==> src/hdl/u2u_pkg.sv <==
// ----------------------------------------------------------------------------
// UTF-8 to UTF-16 transcoder package
// Shared types and constants for the decoder front end, the job queue and the
// code unit serializer.
// ----------------------------------------------------------------------------
package u2u_pkg;

  // Replacement character for malformed input.
  localparam logic [15:0] ReplChar     = 16'hFFFD;
  // Scalar limits.
  localparam logic [20:0] MaxScalar    = 21'h10FFFF;
  localparam logic [20:0] SurrLow      = 21'h00D800;
  localparam logic [20:0] SurrHigh     = 21'h00DFFF;
  localparam logic [20:0] SuppBase     = 21'h010000;
  // Surrogate pair bases.
  localparam logic [15:0] HighSurrBase = 16'hD800;
  localparam logic [15:0] LowSurrBase  = 16'hDC00;
  // Smallest legal scalar for each sequence length.
  localparam logic [16:0] Floor2       = 17'h00080;
  localparam logic [16:0] Floor3       = 17'h00800;
  localparam logic [16:0] Floor4       = 17'h10000;

  // One decoded byte's worth of output: a run of replacement units followed
  // by zero to two data units.
  typedef struct packed {
    logic [2:0]  rep_cnt;
    logic [1:0]  data_cnt;
    logic [15:0] data0;
    logic [15:0] data1;
    logic        last;
  } job_t;

  // Queue status seen by the input handshake of the top level and the back end.
  typedef struct packed {
    logic full;
    logic empty;
  } fifo_status_t;

endpackage

==> src/hdl/utf8_to_utf16_transcoder.sv <==
// ----------------------------------------------------------------------------
// UTF-8 to UTF-16 transcoder
// A byte is decoded combinationally and written into the job queue at the
// edge that accepts it; its first unit then passes through the output register.
// Throughput: one byte per cycle while the queue has room; a byte that yields
// several units holds the output serializer until it has sent all of them.
// The job queue holds FifoDepth jobs of up to four units each; the input
// stalls only while it is full.
// Reset clears the pending sequence, the queue and the output valid flag.
// ----------------------------------------------------------------------------
module utf8_to_utf16_transcoder #(
  parameter int FifoDepth = 4
) (
  input  logic        clk_i,
  input  logic        rst_ni,
  input  logic        s_axis_tvalid,
  output logic        s_axis_tready,
  input  logic [7:0]  s_axis_tdata,  // [7:0] in_byte
  input  logic        s_axis_tlast,  // last_byte
  output logic        m_axis_tvalid,
  input  logic        m_axis_tready,
  output logic [15:0] m_axis_tdata,  // [15:0] code_unit
  output logic        m_axis_tuser,  // [0] last_of_run
  output logic        m_axis_tlast   // string_end
);

  logic                  accept;
  logic                  push;
  logic                  pop;
  u2u_pkg::job_t         job;
  u2u_pkg::job_t         head;
  u2u_pkg::fifo_status_t status;

  assign s_axis_tready = !status.full;
  assign accept        = s_axis_tvalid && s_axis_tready;

  // Decoder front end.
  u2u_front u_front (
    .clk_i    (clk_i),
    .rst_ni   (rst_ni),
    .accept_i (accept),
    .byte_i   (s_axis_tdata),
    .last_i   (s_axis_tlast),
    .push_o   (push),
    .job_o    (job)
  );

  // Job queue between the two halves.
  u2u_fifo #(
    .Depth (FifoDepth)
  ) u_fifo (
    .clk_i    (clk_i),
    .rst_ni   (rst_ni),
    .push_i   (push),
    .job_i    (job),
    .pop_i    (pop),
    .head_o   (head),
    .status_o (status)
  );

  // Unit serializer and output register.
  u2u_back u_back (
    .clk_i      (clk_i),
    .rst_ni     (rst_ni),
    .head_i     (head),
    .status_i   (status),
    .pop_o      (pop),
    .valid_o    (m_axis_tvalid),
    .ready_i    (m_axis_tready),
    .unit_o     (m_axis_tdata),
    .run_last_o (m_axis_tuser),
    .str_last_o (m_axis_tlast)
  );

  // The queue is never written while full.
  assert property (@(posedge clk_i) disable iff (!rst_ni) push |-> !status.full)
    else $error("job pushed into a full queue");

  // The queue is never read while empty.
  assert property (@(posedge clk_i) disable iff (!rst_ni) pop |-> !status.empty)
    else $error("job popped from an empty queue");

  // The final unit of a string always closes the run of its byte.
  assert property (@(posedge clk_i) disable iff (!rst_ni)
    (m_axis_tvalid && m_axis_tlast) |-> m_axis_tuser)
    else $error("string end without end of run");

endmodule

==> src/hdl/u2u_front.sv <==
// ----------------------------------------------------------------------------
// UTF-8 decoder front end
// Accepts one byte per cycle when accept_i is high, tracks the pending sequence
// and turns each byte that yields code units into a job that lists them.
// ----------------------------------------------------------------------------
module u2u_front (
  input  logic           clk_i,
  input  logic           rst_ni,
  input  logic           accept_i,
  input  logic [7:0]     byte_i,
  input  logic           last_i,
  output logic           push_o,
  output u2u_pkg::job_t  job_o
);

  logic [2:0]  exp_len_q, exp_len_d;
  logic [1:0]  seen_q, seen_d;
  logic [20:0] partial_q, partial_d;
  logic [16:0] floor_q, floor_d;

  logic        pending;
  logic        is_cont;
  logic        start_en;
  logic [2:0]  rep;
  logic [20:0] value;
  logic [19:0] supp;
  logic        bad;
  u2u_pkg::job_t job;

  assign pending = (exp_len_q != 3'd0);
  assign is_cont = (byte_i[7:6] == 2'b10);
  assign value   = {partial_q[14:0], byte_i[5:0]};
  assign supp    = 20'(value - u2u_pkg::SuppBase);
  assign bad     = (value < {4'b0, floor_q}) || (value > u2u_pkg::MaxScalar) ||
                   ((value >= u2u_pkg::SurrLow) && (value <= u2u_pkg::SurrHigh));

  // Classify the byte against the pending sequence and build the job.
  always_comb begin
    exp_len_d      = exp_len_q;
    seen_d         = seen_q;
    partial_d      = partial_q;
    floor_d        = floor_q;
    job            = '0;
    job.last       = last_i;
    rep            = 3'd0;
    start_en       = 1'b0;
    if (pending) begin
      if (is_cont) begin
        if (({1'b0, seen_q} + 3'd1) >= exp_len_q) begin
          // Sequence complete: check the scalar and emit it.
          if (bad) begin
            rep = exp_len_q;
          end else if (value < u2u_pkg::SuppBase) begin
            job.data_cnt = 2'd1;
            job.data0    = value[15:0];
          end else begin
            job.data_cnt = 2'd2;
            job.data0    = u2u_pkg::HighSurrBase + {6'b0, supp[19:10]};
            job.data1    = u2u_pkg::LowSurrBase + {6'b0, supp[9:0]};
          end
          exp_len_d = '0;
          seen_d    = '0;
          partial_d = '0;
          floor_d   = '0;
        end else begin
          seen_d    = seen_q + 2'd1;
          partial_d = value;
          if (last_i) begin
            // Truncated at the end of the string.
            rep       = {1'b0, seen_q} + 3'd1;
            exp_len_d = '0;
            seen_d    = '0;
            partial_d = '0;
            floor_d   = '0;
          end
        end
      end else begin
        // Broken sequence: one replacement per buffered byte, then restart.
        rep       = {1'b0, seen_q};
        exp_len_d = '0;
        seen_d    = '0;
        partial_d = '0;
        floor_d   = '0;
        start_en  = 1'b1;
      end
    end else begin
      start_en = 1'b1;
    end

    // Start of a new sequence.
    if (start_en) begin
      if (byte_i[7] == 1'b0) begin
        job.data_cnt = 2'd1;
        job.data0    = {8'h00, byte_i};
      end else if ((byte_i[7:5] == 3'b110) || (byte_i[7:4] == 4'b1110) ||
                   (byte_i[7:3] == 5'b11110)) begin
        if (last_i) begin
          rep = rep + 3'd1;
        end else if (byte_i[7:5] == 3'b110) begin
          exp_len_d = 3'd2;
          seen_d    = 2'd1;
          partial_d = {16'b0, byte_i[4:0]};
          floor_d   = u2u_pkg::Floor2;
        end else if (byte_i[7:4] == 4'b1110) begin
          exp_len_d = 3'd3;
          seen_d    = 2'd1;
          partial_d = {17'b0, byte_i[3:0]};
          floor_d   = u2u_pkg::Floor3;
        end else begin
          exp_len_d = 3'd4;
          seen_d    = 2'd1;
          partial_d = {18'b0, byte_i[2:0]};
          floor_d   = u2u_pkg::Floor4;
        end
      end else begin
        rep = rep + 3'd1;
      end
    end
    job.rep_cnt = rep;
  end

  assign push_o = accept_i && ((rep != 3'd0) || (job.data_cnt != 2'd0));
  assign job_o  = job;

  // Sequence state, updated on each accepted byte.
  always_ff @(posedge clk_i or negedge rst_ni) begin
    if (!rst_ni) begin
      exp_len_q <= '0;
      seen_q    <= '0;
      partial_q <= '0;
      floor_q   <= '0;
    end else if (accept_i) begin
      exp_len_q <= exp_len_d;
      seen_q    <= seen_d;
      partial_q <= partial_d;
      floor_q   <= floor_d;
    end
  end

endmodule

==> src/hdl/u2u_fifo.sv <==
// ----------------------------------------------------------------------------
// Job queue
// Small register queue that decouples the decoder from the unit serializer.
// ----------------------------------------------------------------------------
module u2u_fifo #(
  parameter int Depth = 4
) (
  input  logic                  clk_i,
  input  logic                  rst_ni,
  input  logic                  push_i,
  input  u2u_pkg::job_t         job_i,
  input  logic                  pop_i,
  output u2u_pkg::job_t         head_o,
  output u2u_pkg::fifo_status_t status_o
);

  localparam int AddrW = (Depth > 1) ? $clog2(Depth) : 1;

  u2u_pkg::job_t     mem_q [Depth];
  logic [AddrW-1:0]  wr_ptr_q, wr_ptr_d;
  logic [AddrW-1:0]  rd_ptr_q, rd_ptr_d;
  logic [AddrW:0]    count_q, count_d;

  // Pointer and fill count update.
  always_comb begin
    wr_ptr_d = wr_ptr_q;
    rd_ptr_d = rd_ptr_q;
    count_d  = count_q;
    if (push_i) begin
      wr_ptr_d = (wr_ptr_q == AddrW'(Depth - 1)) ? '0 : wr_ptr_q + 1'b1;
    end
    if (pop_i) begin
      rd_ptr_d = (rd_ptr_q == AddrW'(Depth - 1)) ? '0 : rd_ptr_q + 1'b1;
    end
    if (push_i && !pop_i) begin
      count_d = count_q + 1'b1;
    end else if (pop_i && !push_i) begin
      count_d = count_q - 1'b1;
    end
  end

  always_ff @(posedge clk_i or negedge rst_ni) begin
    if (!rst_ni) begin
      wr_ptr_q <= '0;
      rd_ptr_q <= '0;
      count_q  <= '0;
    end else begin
      wr_ptr_q <= wr_ptr_d;
      rd_ptr_q <= rd_ptr_d;
      count_q  <= count_d;
    end
  end

  // Storage, no reset needed.
  always_ff @(posedge clk_i) begin
    if (push_i) begin
      mem_q[wr_ptr_q] <= job_i;
    end
  end

  assign head_o         = mem_q[rd_ptr_q];
  assign status_o.full  = (count_q == (AddrW+1)'(Depth));
  assign status_o.empty = (count_q == '0);

endmodule

==> src/hdl/u2u_back.sv <==
// ----------------------------------------------------------------------------
// Code unit serializer
// Walks the job at the head of the queue one unit per cycle while the output
// register is empty or taken, and drives the registered output stream.
// ----------------------------------------------------------------------------
module u2u_back (
  input  logic                  clk_i,
  input  logic                  rst_ni,
  input  u2u_pkg::job_t         head_i,
  input  u2u_pkg::fifo_status_t status_i,
  output logic                  pop_o,
  output logic                  valid_o,
  input  logic                  ready_i,
  output logic [15:0]           unit_o,
  output logic                  run_last_o,
  output logic                  str_last_o
);

  logic [1:0]  pos_q, pos_d;
  logic        valid_q, valid_d;
  logic [15:0] unit_q, unit_d;
  logic        run_last_q, run_last_d;
  logic        str_last_q, str_last_d;

  logic        head_valid;
  logic        advance;
  logic [2:0]  total;
  logic        is_last;
  logic [15:0] unit;

  assign head_valid = !status_i.empty;
  assign advance    = !valid_q || ready_i;
  assign total      = head_i.rep_cnt + {1'b0, head_i.data_cnt};
  assign is_last    = (({1'b0, pos_q} + 3'd1) == total);
  assign pop_o      = head_valid && advance && is_last;

  // Pick the unit at the current position of the head job.
  always_comb begin
    if ({1'b0, pos_q} < head_i.rep_cnt) begin
      unit = u2u_pkg::ReplChar;
    end else if ({1'b0, pos_q} == head_i.rep_cnt) begin
      unit = head_i.data0;
    end else begin
      unit = head_i.data1;
    end
  end

  // Output register and position update.
  always_comb begin
    pos_d      = pos_q;
    valid_d    = valid_q;
    unit_d     = unit_q;
    run_last_d = run_last_q;
    str_last_d = str_last_q;
    if (advance) begin
      valid_d    = head_valid;
      unit_d     = unit;
      run_last_d = is_last;
      str_last_d = is_last && head_i.last;
      if (head_valid) begin
        pos_d = is_last ? 2'd0 : pos_q + 2'd1;
      end
    end
  end

  always_ff @(posedge clk_i or negedge rst_ni) begin
    if (!rst_ni) begin
      pos_q   <= '0;
      valid_q <= 1'b0;
    end else begin
      pos_q   <= pos_d;
      valid_q <= valid_d;
    end
  end

  always_ff @(posedge clk_i) begin
    unit_q     <= unit_d;
    run_last_q <= run_last_d;
    str_last_q <= str_last_d;
  end

  assign valid_o    = valid_q;
  assign unit_o     = unit_q;
  assign run_last_o = run_last_q;
  assign str_last_o = str_last_q;

endmodule

==> config.mk <==
export PLATFORM = sky130hd
export DESIGN_NAME = utf8_to_utf16_transcoder
export DESIGN_NICKNAME = d
export VERILOG_FILES = /design/src/hdl/u2u_pkg.sv /design/src/hdl/utf8_to_utf16_transcoder.sv /design/src/hdl/u2u_front.sv /design/src/hdl/u2u_fifo.sv /design/src/hdl/u2u_back.sv
export SDC_FILE = /design/constraint.sdc
export NUM_CORES = 1
export LEC_CHECK = 0
export BUFFER_PORTS_ARGS = -buffer_cell sky130_fd_sc_hd__buf_2
export CORE_UTILIZATION = 50
export CTS_CLUSTER_DIAMETER = 120
export DETAILED_ROUTE_END_ITERATION = 8
export GPL_ROUTABILITY_DRIVEN = 0
export GPL_TIMING_DRIVEN = 0
export MAX_ROUTING_LAYER = met4
export PLACE_DENSITY_LB_ADDON = 0.12
export SYNTH_ARGS = -nofsm -noshare
export SYNTH_HDL_FRONTEND = slang
export SYNTH_SLANG_ARGS = --single-unit
==> constraint.sdc <==
create_clock -name clk_i -period 7.8 [get_ports clk_i]
set_input_delay 0.39 -clock clk_i [delete_from_list [all_inputs] [get_ports clk_i]]
set_output_delay 0.39 -clock clk_i [all_outputs]
set_load 0.03 [all_outputs]
==> results.cfg <==
[sta]
period_needed_ns = 4.95
maxSlewViolCount = 0
max_slew.worst_pin.slew_ns = 1.09
fin_skew_ns = 0.00807
setup_slack_ns = 2.85
relSlewSlack_pct = 27.0
setup_tns_ns = 0
hold_viol_final = 0
fin_crit_sh_pct = 63.4
setup_viol_count_final = 0
hold_ws_ns = 0.146
rsz0062_at_grt = false
max_freq_ghz = 0.202

[setup_path]
critPathKind = reg2reg
worst-r2r-setup-slack_ns = 2.85
reg2reg_depth = 13
crit_fanout = 10
required_ns = 8.12
arrival_ns = 5.27
regToRegStartpoint = u_fifo.rd_ptr_q[0]$_DFFE_PN0P_
endpoint_kind = register
r2r_end = u_fifo.count_q[1]$_DFFE_PN0P_
cp-start-kind = register

[synthesis]
postSynthAreaPerCell_um2 = 15.3
async_flop_share_pct = 23.9
ys_seq_area_share_pct = 65.7
ys.flop_type = edfxtp_1
syn_nets = 614
synth.distinct_cells = 57
synth_simple_gate_area_share_pct = 8.54
synth_edf_count = 150
synth_area_mm2 = 0.00865
synth_compound_area_share_pct = 7.09
ys_ff_latch = 197
synthXorXnorAreaFrac_pct = 0.709
synth_top_family_by_area = multiplexers
yosys_warnings = 0
synth.area.mux_share_pct = 10.6
syn-instance-count = 567
synthAdderAreaFrac_pct = 5.09

[route]
dr_total_vias = 4967
drtPass1Iterations = 5
routed_wl_um = 17000
drt_iter0_markers = 450
wl_per_cell_um = 20.0
viasPerCell = 5.82
drcViolationCount = 0
final_antenna_net_count = 0

[place]
dp.cells = 822
portBuffers = 31
dpl_worst_slack_ns = 2.75
placed_area_mm2 = 0.00916
dp_hpwl_um = 11500

[cells_and_area]
nNetsFinal = 668
utilization_pct = 58.0
num-fill-cells = 1367
drive_gt1_share_pct = 17.5
stdcell_count = 853
area_growth_pct = 12.5
multi_input_area_mm2 = 0.00278
n_antenna_cell = 0
regArea_mm2 = 0.00568
stdcell_area_mm2 = 0.00973

[worst_hold_path]
hold_path_class = in2async

[pwr]
p_leak_nw = 3.61
power_density_mw_per_mm2 = 347
peakVddDrop_v = 0.000164
power.total_mw = 3.38

[floorplan]
design.portCount = 33
start_util_pct = 51.6
dieHeight_um = 134
placementRows = 47
dieArea_mm2 = 0.0178
coreArea_mm2 = 0.0168
die_x_um = 134

[clock_network]
cts-resized-gates = 0
cts_tree = yes
root_buffer = clkbuf_16
clkTransAtPathRegs_ns = 0.07
cts_setup_buffers = 0
h-tree-depth = 4
hold_buffers = 0
cts_made_buffers = 17
clock_path_buffers = 2
cts_sinks = 197
insertion_delay_ns = 0.43

[job]
drv_cap = 0

[grt]
grt_pass1_vias = 5150
grt-ovfl-total = 0
grt_use_total_pct = 21.5
grt_first_pass_wirelength_um = 27500
grt_antenna_before_repair = 0
grt_max_degree = 48

[status]
run_status = finished, final reports clean
-- critical path, cell delays in order (launching register included) --
cell	delay, ns
dfrtp_1	0.35
clkbuf_1	0.48
buf_1	0.67
mux4_2	0.63
ha_1	0.22
fa_1	0.41
xnor2_1	0.19
xnor2_1	0.10
nor3_1	0.51
nand2_1	0.25
ha_1	0.27
inv_1	0.08
fa_1	0.39
mux2_2	0.27
-- state kept, by name, summed over array words and instances, names as in the netlist, 2 cells and up --
| name | count |
|---|---|
| u_front.partial_q | 15 |
| u_fifo.mem_q | 132 |
| u_back.pos_q | 2 |
| u_fifo.rd_ptr_q | 2 |
| u_front.floor_q | 17 |
| u_fifo.count_q | 3 |
| u_fifo.wr_ptr_q | 2 |
| u_front.seen_q | 2 |
| u_back.unit_o | 16 |
| u_front.exp_len_q | 3 |
-- worst max-delay path by stage --
stage | startpoint | endpoint | slack [ns]
floorplan | u_front.partial_q[1]$_DFFE_PN0P_ | u_fifo.count_q[1]$_DFFE_PN0P_ | 3.32
global placement | u_front.partial_q[2]$_DFFE_PN0P_ | u_fifo.mem_q[0][23]$_DFFE_PP_ | 2.48
detailed placement | u_fifo.rd_ptr_q[0]$_DFFE_PN0P_ | u_fifo.count_q[1]$_DFFE_PN0P_ | 2.75
CTS | u_fifo.rd_ptr_q[0]$_DFFE_PN0P_ | u_fifo.count_q[1]$_DFFE_PN0P_ | 2.76
global route | u_fifo.rd_ptr_q[0]$_DFFE_PN0P_ | u_fifo.count_q[1]$_DFFE_PN0P_ | 2.40
finish | u_fifo.rd_ptr_q[0]$_DFFE_PN0P_ | u_fifo.count_q[1]$_DFFE_PN0P_ | 2.85
-- cell usage in the layout (no fill, tap or decap), types with 6 or more instances in the layout --
master	n
a22o_1	21
nand2_1	43
dfrtp_1	47
ha_1	32
clkbuf_1	22
edfxtp_1	150
mux2i_1	10
o21ai_0	11
inv_1	28
a21o_1	6
a21oi_1	11
buf_2	32
and3_1	26
clkbuf_16	17
nor3_1	9
nor2_1	34
mux4_2	33
-- where the power goes --
part	leakage [nW]	switching, mW	internal (mW)
registers	2.01	0.0834	1.35
clock network	0.269	0.369	0.473
logic	1.34	0.645	0.456
total	3.61	1.10	2.28
-- per-layer routing --
| metal | up-vias | GRT usage, % | wire (µm) |
|---|---|---|---|
| li1 | 2290 | - | - |
| met1 | 2533 | 27.9 | 7600 |
| met2 | 125 | 34.4 | 8460 |
| met3 | 19 | 3.88 | 716 |
| met4 | 0 | 7.20 | 263 |
| met5 | - | - | 0 |
-- cells in the mapped netlist (3+ instances only) --
master	instances	area, µm²
edfxtp_1	150	4500
dfrtp_1	47	1180
nand2_1	43	161
nor2_1	34	128
mux4_2	33	743
ha_1	32	400
inv_1	28	105
and3_1	26	163
a22o_1	21	184
clkbuf_1	19	71.3
a21oi_1	11	55.1
o21ai_0	11	55.1
mux2i_1	10	100
nor3_1	9	45.0
a21o_1	6	45.0
and2_1	6	37.5
nand2b_1	5	31.3
nand4_1	5	31.3
o21ai_1	5	25.0
or3_1	5	31.3
nand3_1	4	20.0
xnor2_1	4	35.0
a211oi_1	3	22.5
xor2_1	3	26.3
-- logic make-up after synthesis --
| logic type | after synthesis |
|---|---|
| xor gates and xnor gates | 7 |
| muxes | 49 |
| AOI/OAI and AO/OA | 81 |
| adders and majority gates | 34 |
| DFF | 197 |
| buffers and inverters | 50 |
| and+or+nand+nor | 149 |
-- cell type report --
cell class | count | share of cell area (%)
clock buffers | 20 | 4.49
well taps | 220 | 2.83
inverters | 28 | 1.08
flip-flops and latches | 197 | 58.4
repair buffers | 35 | 2.42
multi-input cells | 320 | 28.5
clock inverters | 11 | 1.30
plain buffers | 22 | 0.939
Power figures use the tool's default switching activity.
